<file path="src/hdl/sgcp_pkg.sv">
// sgcp_pkg: types, codes and lookup tables of the serial gamepad command parser
// depends on nothing; used by every module of the block
package sgcp_pkg;

	localparam int CMD_MAX_DEF = 32;
	localparam int CFG_IDX_W   = 3;
	localparam int CFG_DATA_W  = 16;
	localparam int TOK_N       = 26;

	// register indexes
	localparam logic [CFG_IDX_W-1:0] REG_TIMEOUT  = 3'd0;
	localparam logic [CFG_IDX_W-1:0] REG_AXIS_MIN = 3'd1;
	localparam logic [CFG_IDX_W-1:0] REG_AXIS_MID = 3'd2;
	localparam logic [CFG_IDX_W-1:0] REG_AXIS_MAX = 3'd3;

	localparam logic [7:0]  TIMEOUT_RST  = 8'd20;
	localparam logic [15:0] AXIS_MIN_RST = 16'd0;
	localparam logic [15:0] AXIS_MID_RST = 16'd32767;
	localparam logic [15:0] AXIS_MAX_RST = 16'd65535;

	// event codes
	localparam logic [2:0] EV_NONE    = 3'd0;
	localparam logic [2:0] EV_LEGACY  = 3'd1;
	localparam logic [2:0] EV_PRESS   = 3'd2;
	localparam logic [2:0] EV_RELEASE = 3'd3;
	localparam logic [2:0] EV_CLEAR   = 3'd4;

	// characters
	localparam logic [7:0] CH_CR    = 8'h0D;
	localparam logic [7:0] CH_LF    = 8'h0A;
	localparam logic [7:0] CH_SPACE = 8'h20;
	localparam logic [7:0] CH_COLON = ":";
	localparam logic [7:0] CH_ZERO  = "0";
	localparam logic [7:0] CH_P     = "P";
	localparam logic [7:0] CH_LP    = "p";
	localparam logic [7:0] CH_R     = "R";
	localparam logic [7:0] CH_LR    = "r";
	localparam logic [7:0] CH_C     = "C";
	localparam logic [39:0] CLEAR_STR = "CLEAR";

	typedef enum logic [1:0] {TGT_BTN, TGT_DPAD, TGT_LS, TGT_RS} tgt_t;
	typedef enum logic [1:0] {OP_NOP, OP_SET, OP_RESET, OP_CLEAR} op_t;

	localparam logic [3:0] DIR_UP    = 4'd0;
	localparam logic [3:0] DIR_DOWN  = 4'd1;
	localparam logic [3:0] DIR_LEFT  = 4'd2;
	localparam logic [3:0] DIR_RIGHT = 4'd3;

	// one classified command handed from front to back
	typedef struct packed {
		op_t        op;
		tgt_t       tgt;
		logic [3:0] bitno;
		logic [2:0] ev;
	} action_t;

	// token entry: name left aligned, zero padded
	typedef struct packed {
		logic [63:0] name;
		logic [3:0]  len;
		tgt_t        tgt;
		logic [3:0]  bitno;
	} tok_t;

	localparam tok_t TOK_TAB [TOK_N] = '{
		'{{"A", 56'h0}, 4'd1, TGT_BTN, 4'd1},
		'{{"B", 56'h0}, 4'd1, TGT_BTN, 4'd0},
		'{{"X", 56'h0}, 4'd1, TGT_BTN, 4'd3},
		'{{"Y", 56'h0}, 4'd1, TGT_BTN, 4'd2},
		'{{"L", 56'h0}, 4'd1, TGT_BTN, 4'd4},
		'{{"R", 56'h0}, 4'd1, TGT_BTN, 4'd5},
		'{{"ZL", 48'h0}, 4'd2, TGT_BTN, 4'd6},
		'{{"ZR", 48'h0}, 4'd2, TGT_BTN, 4'd7},
		'{{"MINUS", 24'h0}, 4'd5, TGT_BTN, 4'd8},
		'{{"PLUS", 32'h0}, 4'd4, TGT_BTN, 4'd9},
		'{{"HOME", 32'h0}, 4'd4, TGT_BTN, 4'd12},
		'{{"CAPTURE", 8'h0}, 4'd7, TGT_BTN, 4'd13},
		'{{"L3", 48'h0}, 4'd2, TGT_BTN, 4'd10},
		'{{"R3", 48'h0}, 4'd2, TGT_BTN, 4'd11},
		'{{"UP", 48'h0}, 4'd2, TGT_DPAD, DIR_UP},
		'{{"DOWN", 32'h0}, 4'd4, TGT_DPAD, DIR_DOWN},
		'{{"LEFT", 32'h0}, 4'd4, TGT_DPAD, DIR_LEFT},
		'{{"RIGHT", 24'h0}, 4'd5, TGT_DPAD, DIR_RIGHT},
		'{{"LS_UP", 24'h0}, 4'd5, TGT_LS, DIR_UP},
		'{{"LS_DOWN", 8'h0}, 4'd7, TGT_LS, DIR_DOWN},
		'{{"LS_LEFT", 8'h0}, 4'd7, TGT_LS, DIR_LEFT},
		'{{"LS_", "RIGHT"}, 4'd8, TGT_LS, DIR_RIGHT},
		'{{"RS_UP", 24'h0}, 4'd5, TGT_RS, DIR_UP},
		'{{"RS_DOWN", 8'h0}, 4'd7, TGT_RS, DIR_DOWN},
		'{{"RS_LEFT", 8'h0}, 4'd7, TGT_RS, DIR_LEFT},
		'{{"RS_", "RIGHT"}, 4'd8, TGT_RS, DIR_RIGHT}
	};

	// single byte shortcut lookup
	typedef struct packed {
		logic       hit;
		logic       clr;
		tgt_t       tgt;
		logic [3:0] bitno;
	} leg_t;

	function automatic leg_t legacy_lookup(input logic [7:0] c);
		leg_t l;
		l = '{hit: 1'b1, clr: 1'b0, tgt: TGT_BTN, bitno: 4'd0};
		unique case (c)
			"0": l.clr = 1'b1;
			"A": l.bitno = 4'd1;
			"B": l.bitno = 4'd0;
			"X": l.bitno = 4'd3;
			"Y": l.bitno = 4'd2;
			"L": l.bitno = 4'd4;
			"R": l.bitno = 4'd5;
			"l": l.bitno = 4'd6;
			"r": l.bitno = 4'd7;
			"+": l.bitno = 4'd9;
			"-": l.bitno = 4'd8;
			"H": l.bitno = 4'd12;
			"C": l.bitno = 4'd13;
			"1": l.bitno = 4'd10;
			"2": l.bitno = 4'd11;
			"U": begin l.tgt = TGT_DPAD; l.bitno = DIR_UP; end
			"D": begin l.tgt = TGT_DPAD; l.bitno = DIR_DOWN; end
			"<": begin l.tgt = TGT_DPAD; l.bitno = DIR_LEFT; end
			">": begin l.tgt = TGT_DPAD; l.bitno = DIR_RIGHT; end
			"w": begin l.tgt = TGT_LS; l.bitno = DIR_UP; end
			"s": begin l.tgt = TGT_LS; l.bitno = DIR_DOWN; end
			"a": begin l.tgt = TGT_LS; l.bitno = DIR_LEFT; end
			"d": begin l.tgt = TGT_LS; l.bitno = DIR_RIGHT; end
			"i": begin l.tgt = TGT_RS; l.bitno = DIR_UP; end
			"k": begin l.tgt = TGT_RS; l.bitno = DIR_DOWN; end
			"j": begin l.tgt = TGT_RS; l.bitno = DIR_LEFT; end
			"m": begin l.tgt = TGT_RS; l.bitno = DIR_RIGHT; end
			default: l.hit = 1'b0;
		endcase
		return l;
	endfunction

	function automatic action_t legacy_act(input leg_t l);
		action_t a;
		a.op    = l.clr ? OP_CLEAR : OP_SET;
		a.tgt   = l.tgt;
		a.bitno = l.bitno;
		a.ev    = EV_LEGACY;
		return a;
	endfunction

endpackage

</file>
<file path="src/hdl/sgcp_front.sv">
// sgcp_front: per-byte command tracker; classifies each beat into one action
// depends on sgcp_pkg
module sgcp_front #(
	parameter int CMD_MAX = sgcp_pkg::CMD_MAX_DEF
) (
	input  logic                clk,
	input  logic                arst_n,
	input  logic                accept,
	input  logic                mode,
	input  logic [7:0]          rx_byte,
	input  logic [7:0]          timeout_ticks,
	output sgcp_pkg::action_t   act
);
	import sgcp_pkg::*;

	localparam int LEN_W = $clog2(CMD_MAX + 1);

	logic [LEN_W-1:0] len_q, len_d;
	logic [7:0]       first_q, first_d;
	logic             sec_colon_q, sec_colon_d;
	logic             colon_q, colon_d;
	logic             clr_ok_q, clr_ok_d;
	logic [TOK_N-1:0] match_q, match_d;
	logic             run_q, run_d;
	logic [7:0]       cnt_q, cnt_d;

	logic [LEN_W-1:0] tpos;
	logic [7:0]       cnt_inc;
	logic             is_c, is_clear, flush;
	leg_t             leg_first, leg_byte;
	logic             tok_hit;
	tgt_t             tok_tgt;
	logic [3:0]       tok_bit;
	logic [TOK_N-1:0] match_app;
	action_t          cmd_act;

	assign tpos      = LEN_W'(len_q - LEN_W'(2));
	assign leg_first = legacy_lookup(first_q);
	assign leg_byte  = legacy_lookup(rx_byte);
	assign is_c      = (len_q == LEN_W'(1)) && (first_q == CH_C);
	assign is_clear  = (len_q == LEN_W'(5)) && clr_ok_q;
	assign cnt_inc   = (run_q && cnt_q != 8'hFF) ? 8'(cnt_q + 8'd1) : cnt_q;
	assign flush     = (len_q != '0) && run_q && !colon_q && !is_c && !is_clear
		&& (cnt_inc > timeout_ticks);

	// exact token match at end of line, and match update on append
	always_comb begin
		tok_hit = 1'b0;
		tok_tgt = TGT_BTN;
		tok_bit = '0;
		for (int i = 0; i < TOK_N; i++) begin
			match_app[i] = match_q[i] && (tpos < LEN_W'(TOK_TAB[i].len))
				&& (TOK_TAB[i].name[8*(7 - int'(tpos[2:0])) +: 8] == rx_byte);
			if (match_q[i] && tpos == LEN_W'(TOK_TAB[i].len)) begin
				tok_hit = 1'b1;
				tok_tgt = TOK_TAB[i].tgt;
				tok_bit = TOK_TAB[i].bitno;
			end
		end
	end

	// line terminator: decode the buffered command
	always_comb begin
		cmd_act = '{op: OP_NOP, tgt: TGT_BTN, bitno: 4'd0, ev: EV_NONE};
		if (is_c || is_clear) begin
			cmd_act.op = OP_CLEAR;
			cmd_act.ev = EV_CLEAR;
		end else if (len_q >= LEN_W'(3) && sec_colon_q) begin
			if (first_q == CH_P || first_q == CH_LP) begin
				cmd_act = '{op: tok_hit ? OP_SET : OP_NOP, tgt: tok_tgt, bitno: tok_bit,
					ev: EV_PRESS};
			end else if (first_q == CH_R || first_q == CH_LR) begin
				cmd_act = '{op: tok_hit ? OP_RESET : OP_NOP, tgt: tok_tgt,
					bitno: tok_bit, ev: EV_RELEASE};
			end
		end else if (len_q == LEN_W'(1) && leg_first.hit) begin
			cmd_act = legacy_act(leg_first);
		end
	end

	// next state and action of this beat
	always_comb begin
		len_d       = len_q;
		first_d     = first_q;
		sec_colon_d = sec_colon_q;
		colon_d     = colon_q;
		clr_ok_d    = clr_ok_q;
		match_d     = match_q;
		run_d       = run_q;
		cnt_d       = cnt_q;
		act         = '{op: OP_NOP, tgt: TGT_BTN, bitno: 4'd0, ev: EV_NONE};
		if (mode) begin
			cnt_d = cnt_inc;
			if (flush) begin
				if (len_q == LEN_W'(1) && leg_first.hit) act = legacy_act(leg_first);
				len_d = '0;
				run_d = 1'b0;
				cnt_d = '0;
			end
		end else if (rx_byte == CH_CR || rx_byte == CH_LF) begin
			if (len_q != '0) begin
				act   = cmd_act;
				len_d = '0;
				run_d = 1'b0;
				cnt_d = '0;
			end
		end else if (rx_byte == CH_SPACE) begin
			len_d = len_q;
		end else if (len_q == '0
			&& (rx_byte == CH_P || rx_byte == CH_R || rx_byte == CH_C)) begin
			first_d  = rx_byte;
			len_d    = LEN_W'(1);
			run_d    = 1'b1;
			cnt_d    = '0;
			colon_d  = 1'b0;
			clr_ok_d = (rx_byte == CH_C);
			match_d  = '1;
		end else if (len_q == '0 && leg_byte.hit) begin
			act = legacy_act(leg_byte);
		end else if (len_q < LEN_W'(CMD_MAX)) begin
			len_d   = LEN_W'(len_q + LEN_W'(1));
			colon_d = colon_q || (rx_byte == CH_COLON);
			if (len_q == '0) begin
				first_d  = rx_byte;
				clr_ok_d = 1'b0;
				match_d  = '1;
			end else begin
				clr_ok_d = clr_ok_q && (len_q < LEN_W'(5))
					&& (CLEAR_STR[8*(4 - int'(len_q[2:0])) +: 8] == rx_byte);
				if (len_q == LEN_W'(1)) sec_colon_d = (rx_byte == CH_COLON);
				else match_d = match_app;
			end
		end else begin
			len_d = '0;
			run_d = 1'b0;
			cnt_d = '0;
		end
	end

	// control state
	always_ff @(posedge clk or negedge arst_n) begin
		if (!arst_n) begin
			len_q <= '0;
			run_q <= 1'b0;
			cnt_q <= '0;
		end else if (accept) begin
			len_q <= len_d;
			run_q <= run_d;
			cnt_q <= cnt_d;
		end
	end

	// buffer summary
	always_ff @(posedge clk) begin
		if (accept) begin
			first_q     <= first_d;
			sec_colon_q <= sec_colon_d;
			colon_q     <= colon_d;
			clr_ok_q    <= clr_ok_d;
			match_q     <= match_d;
		end
	end

endmodule

</file>
<file path="src/hdl/sgcp_queue.sv">
// sgcp_queue: two-entry action queue between front and back
// depends on sgcp_pkg
module sgcp_queue (
	input  logic              clk,
	input  logic              arst_n,
	input  logic              push,
	input  sgcp_pkg::action_t push_data,
	output logic              full,
	input  logic              pop,
	output logic              not_empty,
	output sgcp_pkg::action_t pop_data
);
	import sgcp_pkg::*;

	action_t    ent_q [2];
	logic       wr_ptr_q, rd_ptr_q;
	logic [1:0] cnt_q;

	assign full      = (cnt_q == 2'd2);
	assign not_empty = (cnt_q != 2'd0);
	assign pop_data  = ent_q[rd_ptr_q];

	// pointers and fill count
	always_ff @(posedge clk or negedge arst_n) begin
		if (!arst_n) begin
			wr_ptr_q <= 1'b0;
			rd_ptr_q <= 1'b0;
			cnt_q    <= 2'd0;
		end else begin
			if (push) wr_ptr_q <= !wr_ptr_q;
			if (pop) rd_ptr_q <= !rd_ptr_q;
			cnt_q <= 2'(cnt_q + {1'b0, push} - {1'b0, pop});
		end
	end

	// entry storage
	always_ff @(posedge clk) begin
		if (push) ent_q[wr_ptr_q] <= push_data;
	end

endmodule

</file>
<file path="src/hdl/sgcp_back.sv">
// sgcp_back: applies actions to the held state and presents each result beat
// depends on sgcp_pkg
module sgcp_back (
	input  logic              clk,
	input  logic              arst_n,
	input  logic              avail,
	input  sgcp_pkg::action_t act,
	output logic              take,
	input  logic [15:0]       axis_min,
	input  logic [15:0]       axis_mid,
	input  logic [15:0]       axis_max,
	output logic              out_valid,
	input  logic              out_stall,
	output logic [13:0]       buttons,
	output logic [3:0]        dpad,
	output logic [15:0]       left_x,
	output logic [15:0]       left_y,
	output logic [15:0]       right_x,
	output logic [15:0]       right_y,
	output logic [2:0]        event_res
);
	import sgcp_pkg::*;

	logic [13:0] btn_q, btn_d;
	logic [3:0]  dpad_q, dpad_d, ls_q, ls_d, rs_q, rs_d;
	logic [2:0]  ev_q;
	logic        valid_q;
	logic [15:0] bmask;

	function automatic logic [15:0] axis_val(input logic lo, input logic hi,
		input logic [15:0] vmin, input logic [15:0] vmid, input logic [15:0] vmax);
		if (lo == hi) return vmid;
		return lo ? vmin : vmax;
	endfunction

	assign take  = avail && (!valid_q || !out_stall);
	assign bmask = 16'(16'd1 << act.bitno);

	// apply one action
	always_comb begin
		btn_d  = btn_q;
		dpad_d = dpad_q;
		ls_d   = ls_q;
		rs_d   = rs_q;
		unique case (act.op)
			OP_CLEAR: begin
				btn_d  = '0;
				dpad_d = '0;
				ls_d   = '0;
				rs_d   = '0;
			end
			OP_SET, OP_RESET: begin
				unique case (act.tgt)
					TGT_BTN: btn_d = (act.op == OP_SET) ? (btn_q | bmask[13:0])
						: (btn_q & ~bmask[13:0]);
					TGT_DPAD: dpad_d = (act.op == OP_SET) ? (dpad_q | bmask[3:0])
						: (dpad_q & ~bmask[3:0]);
					TGT_LS: ls_d = (act.op == OP_SET) ? (ls_q | bmask[3:0])
						: (ls_q & ~bmask[3:0]);
					TGT_RS: rs_d = (act.op == OP_SET) ? (rs_q | bmask[3:0])
						: (rs_q & ~bmask[3:0]);
					default: btn_d = btn_q;
				endcase
			end
			default: btn_d = btn_q;
		endcase
	end

	// held state and result beat
	always_ff @(posedge clk or negedge arst_n) begin
		if (!arst_n) begin
			btn_q   <= '0;
			dpad_q  <= '0;
			ls_q    <= '0;
			rs_q    <= '0;
			ev_q    <= EV_NONE;
			valid_q <= 1'b0;
		end else if (take) begin
			btn_q   <= btn_d;
			dpad_q  <= dpad_d;
			ls_q    <= ls_d;
			rs_q    <= rs_d;
			ev_q    <= act.ev;
			valid_q <= 1'b1;
		end else if (!out_stall) begin
			valid_q <= 1'b0;
		end
	end

	assign out_valid = valid_q;
	assign buttons   = btn_q;
	assign dpad      = dpad_q;
	assign event_res = ev_q;
	assign left_x  = axis_val(ls_q[DIR_LEFT[1:0]], ls_q[DIR_RIGHT[1:0]], axis_min, axis_mid,
		axis_max);
	assign left_y  = axis_val(ls_q[DIR_UP[1:0]], ls_q[DIR_DOWN[1:0]], axis_min, axis_mid,
		axis_max);
	assign right_x = axis_val(rs_q[DIR_LEFT[1:0]], rs_q[DIR_RIGHT[1:0]], axis_min, axis_mid,
		axis_max);
	assign right_y = axis_val(rs_q[DIR_UP[1:0]], rs_q[DIR_DOWN[1:0]], axis_min, axis_mid,
		axis_max);

endmodule

</file>
<file path="src/hdl/serial_gamepad_command_parser.sv">
// serial_gamepad_command_parser: top level with configuration registers
// depends on sgcp_pkg, sgcp_front, sgcp_queue, sgcp_back
//
// Usage:
// Input beats carry mode (0 = received byte, 1 = millisecond tick) and
// rx_byte; a beat is taken when in_valid is high and in_stall is low.
// Every input beat yields exactly one result beat with the latched buttons,
// dpad bits, four stick axes and an event code, taken when out_valid is
// high and out_stall is low.
// The front tracks the command line byte by byte (token prefix matching, no
// character store) and classifies each beat into one action; a two-entry
// queue feeds the back, which updates the held state.
// A result beat's action is registered in a queue entry and then in the back's result register.
// Throughput: one beat per cycle while the queue has room; the front updates on each taken beat.
// When the receiver stalls, the back holds its result, the queue fills and
// in_stall rises once both entries are occupied.
// Reset clears all held state, the line tracker and the queue; registers
// return to timeout 20 and axes 0 / 32767 / 65535. The configuration port
// is always ready; the user must write it only while the block is idle (not enforced).
module serial_gamepad_command_parser #(
	parameter int CMD_MAX = sgcp_pkg::CMD_MAX_DEF
) (
	input  logic                            clk,
	input  logic                            arst_n,
	input  logic                            in_valid,
	output logic                            in_stall,
	input  logic                            mode,
	input  logic [7:0]                      rx_byte,
	output logic                            out_valid,
	input  logic                            out_stall,
	output logic [13:0]                     buttons,
	output logic [3:0]                      dpad,
	output logic [15:0]                     left_x,
	output logic [15:0]                     left_y,
	output logic [15:0]                     right_x,
	output logic [15:0]                     right_y,
	output logic [2:0]                      event_res,
	input  logic                            cfg_valid,
	output logic                            cfg_ready,
	input  logic [sgcp_pkg::CFG_IDX_W-1:0]  cfg_index,
	input  logic [sgcp_pkg::CFG_DATA_W-1:0] cfg_data
);
	import sgcp_pkg::*;

	logic [7:0]  timeout_q;
	logic [15:0] axis_min_q, axis_mid_q, axis_max_q;
	logic        accept, q_full, q_avail, take;
	action_t     f_act, q_act;

	assign cfg_ready = 1'b1;
	assign in_stall  = q_full;
	assign accept    = in_valid && !q_full;

	// configuration registers
	always_ff @(posedge clk or negedge arst_n) begin
		if (!arst_n) begin
			timeout_q  <= TIMEOUT_RST;
			axis_min_q <= AXIS_MIN_RST;
			axis_mid_q <= AXIS_MID_RST;
			axis_max_q <= AXIS_MAX_RST;
		end else if (cfg_valid && cfg_ready) begin
			unique case (cfg_index)
				REG_TIMEOUT:  timeout_q  <= cfg_data[7:0];
				REG_AXIS_MIN: axis_min_q <= cfg_data;
				REG_AXIS_MID: axis_mid_q <= cfg_data;
				REG_AXIS_MAX: axis_max_q <= cfg_data;
				default: timeout_q <= timeout_q;
			endcase
		end
	end

	sgcp_front #(.CMD_MAX(CMD_MAX)) u_front (
		.clk           (clk),
		.arst_n        (arst_n),
		.accept        (accept),
		.mode          (mode),
		.rx_byte       (rx_byte),
		.timeout_ticks (timeout_q),
		.act           (f_act)
	);

	sgcp_queue u_queue (
		.clk       (clk),
		.arst_n    (arst_n),
		.push      (accept),
		.push_data (f_act),
		.full      (q_full),
		.pop       (take),
		.not_empty (q_avail),
		.pop_data  (q_act)
	);

	sgcp_back u_back (
		.clk       (clk),
		.arst_n    (arst_n),
		.avail     (q_avail),
		.act       (q_act),
		.take      (take),
		.axis_min  (axis_min_q),
		.axis_mid  (axis_mid_q),
		.axis_max  (axis_max_q),
		.out_valid (out_valid),
		.out_stall (out_stall),
		.buttons   (buttons),
		.dpad      (dpad),
		.left_x    (left_x),
		.left_y    (left_y),
		.right_x   (right_x),
		.right_y   (right_y),
		.event_res (event_res)
	);

endmodule

</file>
<file path="config.mk">
export PLATFORM = sky130hd
export DESIGN_NAME = serial_gamepad_command_parser
export DESIGN_NICKNAME = d
export VERILOG_FILES = /design/src/hdl/sgcp_pkg.sv /design/src/hdl/sgcp_front.sv /design/src/hdl/sgcp_queue.sv /design/src/hdl/sgcp_back.sv /design/src/hdl/serial_gamepad_command_parser.sv
export SDC_FILE = /design/constraint.sdc
export NUM_CORES = 1
export LEC_CHECK = 0
export BUFFER_PORTS_ARGS = -buffer_cell sky130_fd_sc_hd__buf_2
export CAP_MARGIN = 25
export CORE_MARGIN = 4
export CORE_UTILIZATION = 48
export DETAILED_ROUTE_END_ITERATION = 7
export PLACE_DENSITY = 0.67
export SLEW_MARGIN = 40
export SYNTH_ARGS = -nofsm -noshare
export SYNTH_HDL_FRONTEND = slang
export SYNTH_HIERARCHICAL = 1
export SYNTH_SLANG_ARGS = --single-unit
</file>
<file path="constraint.sdc">
create_clock -name clk -period 11.32 [get_ports clk]
set_clock_uncertainty 0.1 [all_clocks]
set_input_delay 0.566 -clock clk [delete_from_list [all_inputs] [get_ports clk]]
set_output_delay 0.566 -clock clk [all_outputs]
set_load 0.005 [all_outputs]
</file>
==> summary.md <==
| Metric | Value |
|---|---|
| PwrDens | `233 nW/um^2` |
| # diodes | `0` |
| Fill cells | `2,392` |
| Pre-CTS WS | `7080 ps` |
| Vias per cell | `6.38` |
| Slowest cell on the critical path | `dfrtp_1` |
| Initial core utilization | `0.486` |
| Setup violators final | `0` |
| CTS-repair resized insts | `0` |
| Final core occ | `0.531` |
| Initial antenna violation count | `0` |
| Critical path type | `reg -> reg` |
| Final min period | `4320 ps` |
| CTS root buf | `clkbuf_16` |
| Clock sinks | `164` |
| Placed instance area | `13,100 um^2` |
| Fin. Hold Viols | `0` |
| # port buffers | `119` |
| H-tree depth | `4` |
| Post-Layout Cell Count | `1,835` |
| Area leader, netlist | `dfrtp_1` |
| Post-DP HPWL | `25,600 um` |
| Average size of a mapped cell | `8.69 um^2` |
| Final WL | `37,000 um` |
| Critical-path cell list | `clkinv_1, ha_1, nor2b_1, and2_1, or4_1, a2111o_1, nand2_2, and3b_1, mux2_2` |
| Die Ht | `170 um` |
| Layout Nets | `1,547` |
| # hold bufs at CTS | `0` |
| Max incr delay on CP | `660 ps` |
| Clk slew on worst S/H paths | `80 ps` |
| Grt ovf | `0` |
| CTS Buf Count | `17` |
| Placed insts | `1,802` |
| Fin area | `13,800 um^2` |
| Initial drt markers | `1,317` |
| Routed via count | `11.7k` |
| Worst ir drop on vdd | `0.118 mV` |
| Area of the core | `25,900 um^2` |
| Final Cycle Share | `0.382` |
| Vias in the first global route | `10.8k` |
| Mapped Area | `12,600 um^2` |
| Fraction of registers with async set/reset | `0.640` |
| First-pass iteration count of the detailed router | `6` |
| Lkg Pwr | `5.38 nW` |
| Hold Path Class | `in -> async` |
| RSZ-0062 raised after global routing | `false` |
| Status | `finished clean` |
| Detailed-route wire length per cell | `20.2 um` |
| Synth Instances | `1,449` |
| Top post-synthesis cells by area | `dfrtp_1, edfxtp_1, dfstp_2` |
| CP bufs+invs | `1` |
| Share of layout cells above drive strength 1 | `0.200` |
| Worst slew margin | `0.425` |
| Top post-synthesis cells by count | `nor2_1, nand2_1, a21oi_1` |
| Worst-Skew Late Latency | `430 ps` |
| Yosys warning count | `6` |
| Clock buffer depth | `2` |
| Critical Path Source Type | `flip-flop` |
| PnR worst setup slack | `7000 ps` |
| Final Power | `3.21 mW` |
| Post-CTS setup buffer count | `0` |
| Synth Flop Type | `dfrtp_1` |
| Top delay family on crit path | `simple AND/OR/NAND/NOR gates` |
| WP data required | `11,530 ps` |
| Register area share after synthesis | `0.353` |
| First-pass GRT wire length | `58,700 um` |
| Setup_tns | `0 ps` |
| Arrival time at the worst endpoint | `4540 ps` |
| Seq cells post-synth | `164` |
| Routed Antenna Nets | `0` |
| Critical path endpoint category | `flip-flop` |
| Post-synth net total | `1,509` |
| Top-area cell type share of the netlist area | `0.143` |
| Area grow syn2layout | `9.20%` |
| Max-capacitance violation count | `0` |
| Hold Worst Slack | `28.6 ps` |
| Routability congestion estimate | `0.957` |
| Slew Limit Fails | `0` |
| Row Count | `59` |
| GRT Resource Usage Total | `0.247` |
| Die width | `170 um` |
| Yosys cell types | `97` |
| Count leader, synth | `nor2_1` |
| Achievable frequency | `231 MHz` |
| CP Max Fanout | `16` |
| DRC | `0` |
| Io pins | `121` |
| Die area | `28,900 um^2` |
| Tightest Pin Transition | `860 ps` |
| Largest net degree at the start of global routing | `59` |
| CTS tree | `yes` |
| Post-synth EDFFs | `59` |
==> state kept, by name, indices dropped and copies added, names as in the netlist <==
register	cells
u_front/match_q	26
u_queue/ent_q	22
axis_max_q	16
axis_mid_q	16
axis_min_q	16
u_back/buttons	14
timeout_q	8
u_front/cnt_q	8
u_front/first_q	8
u_front/len_q	6
u_back/dpad	4
u_back/ls_q	4
u_back/rs_q	4
u_back/event_res	3
u_queue/cnt_q	2
u_back/out_valid	1
u_front/clr_ok_q	1
u_front/colon_q	1
u_front/run_q	1
u_front/sec_colon_q	1
u_queue/rd_ptr_q	1
u_queue/wr_ptr_q	1
==> where the power goes <==
part | internal, mW | total, mW | switching (mW)
Combinational | 0.665 | 1.65 | 0.984
Sequential | 0.786 | 0.986 | 0.200
Clock | 0.296 | 0.575 | 0.279
Total | 1.75 | 3.21 | 1.46
==> per-layer routing <==
layer | track usage | share of wire
met5 | 0 | 0
met4 | 0.0802 | 0.027
met3 | 0.0444 | 0.087
met2 | 0.399 | 0.46
met1 | 0.339 | 0.42
==> layout make-up <==
type                       count  area [um^2]  area share
multi-input combinational   1140         7490       0.545
sequential                   164         4450       0.323
timing repair buffer         126          663      0.0482
clock buffer                  17          425      0.0309
tap                          335          419      0.0305
clock inverter                15          164      0.0119
inverter                      38          143      0.0104
==> final timing paths <==
path | from | end | slack (ps) | cells after the start
worst max register to register | u_front/len_q[0] | u_front/len_q[1] | 7000 | 9
worst min register to register | u_back/event_res[1] | u_back/event_res[1] | 390 | 2
max in group asynchronous | arst_n | axis_max_q[15] | 9990 | 3
worst max-delay path | u_front/len_q[0] | u_front/len_q[1] | 7000 | 9
worst min-delay path | arst_n | axis_min_q[9] | 30 | 1
min in group clk | out_stall | u_back/out_valid | 260 | 2
==> cell families after synthesis <==
logic type      Yosys count  synth area share
fa+ha+maj                27            0.0268
flops                   164             0.353
compound gates          384             0.196
simple gates            565             0.232
other cells               1          0.000298
buf+inv                 145            0.0534
xor+xnor                 72            0.0513
mux                      91            0.0879
==> placed cells by master, fill, tap and decap left out, types with 7 or more instances in the layout <==
cell type,netlist,routed
a211oi_1,24,24
a21oi_1,103,103
a22oi_1,8,8
a31oi_1,17,17
and2_1,8,8
and3_1,8,8
buf_2,23,118
buf_4,5,7
clkbuf_16,0,17
dfrtp_1,72,70
dfstp_2,33,33
edfxtp_1,59,59
ha_1,27,27
inv_1,35,35
mux2_2,41,41
mux2_4,29,29
mux2i_1,21,21
nand2_1,112,111
nand2b_1,25,25
nand3_1,44,44
nand4_1,27,27
nor2_1,175,174
nor2b_1,41,40
nor3_1,39,39
nor4_1,13,13
nor4b_1,7,7
o21ai_0,74,74
o22ai_1,58,58
o31ai_1,19,19
or2_2,9,9
or3_1,8,8
xnor2_1,44,44
xor2_1,27,27
(Power assumes the default switching activity.)
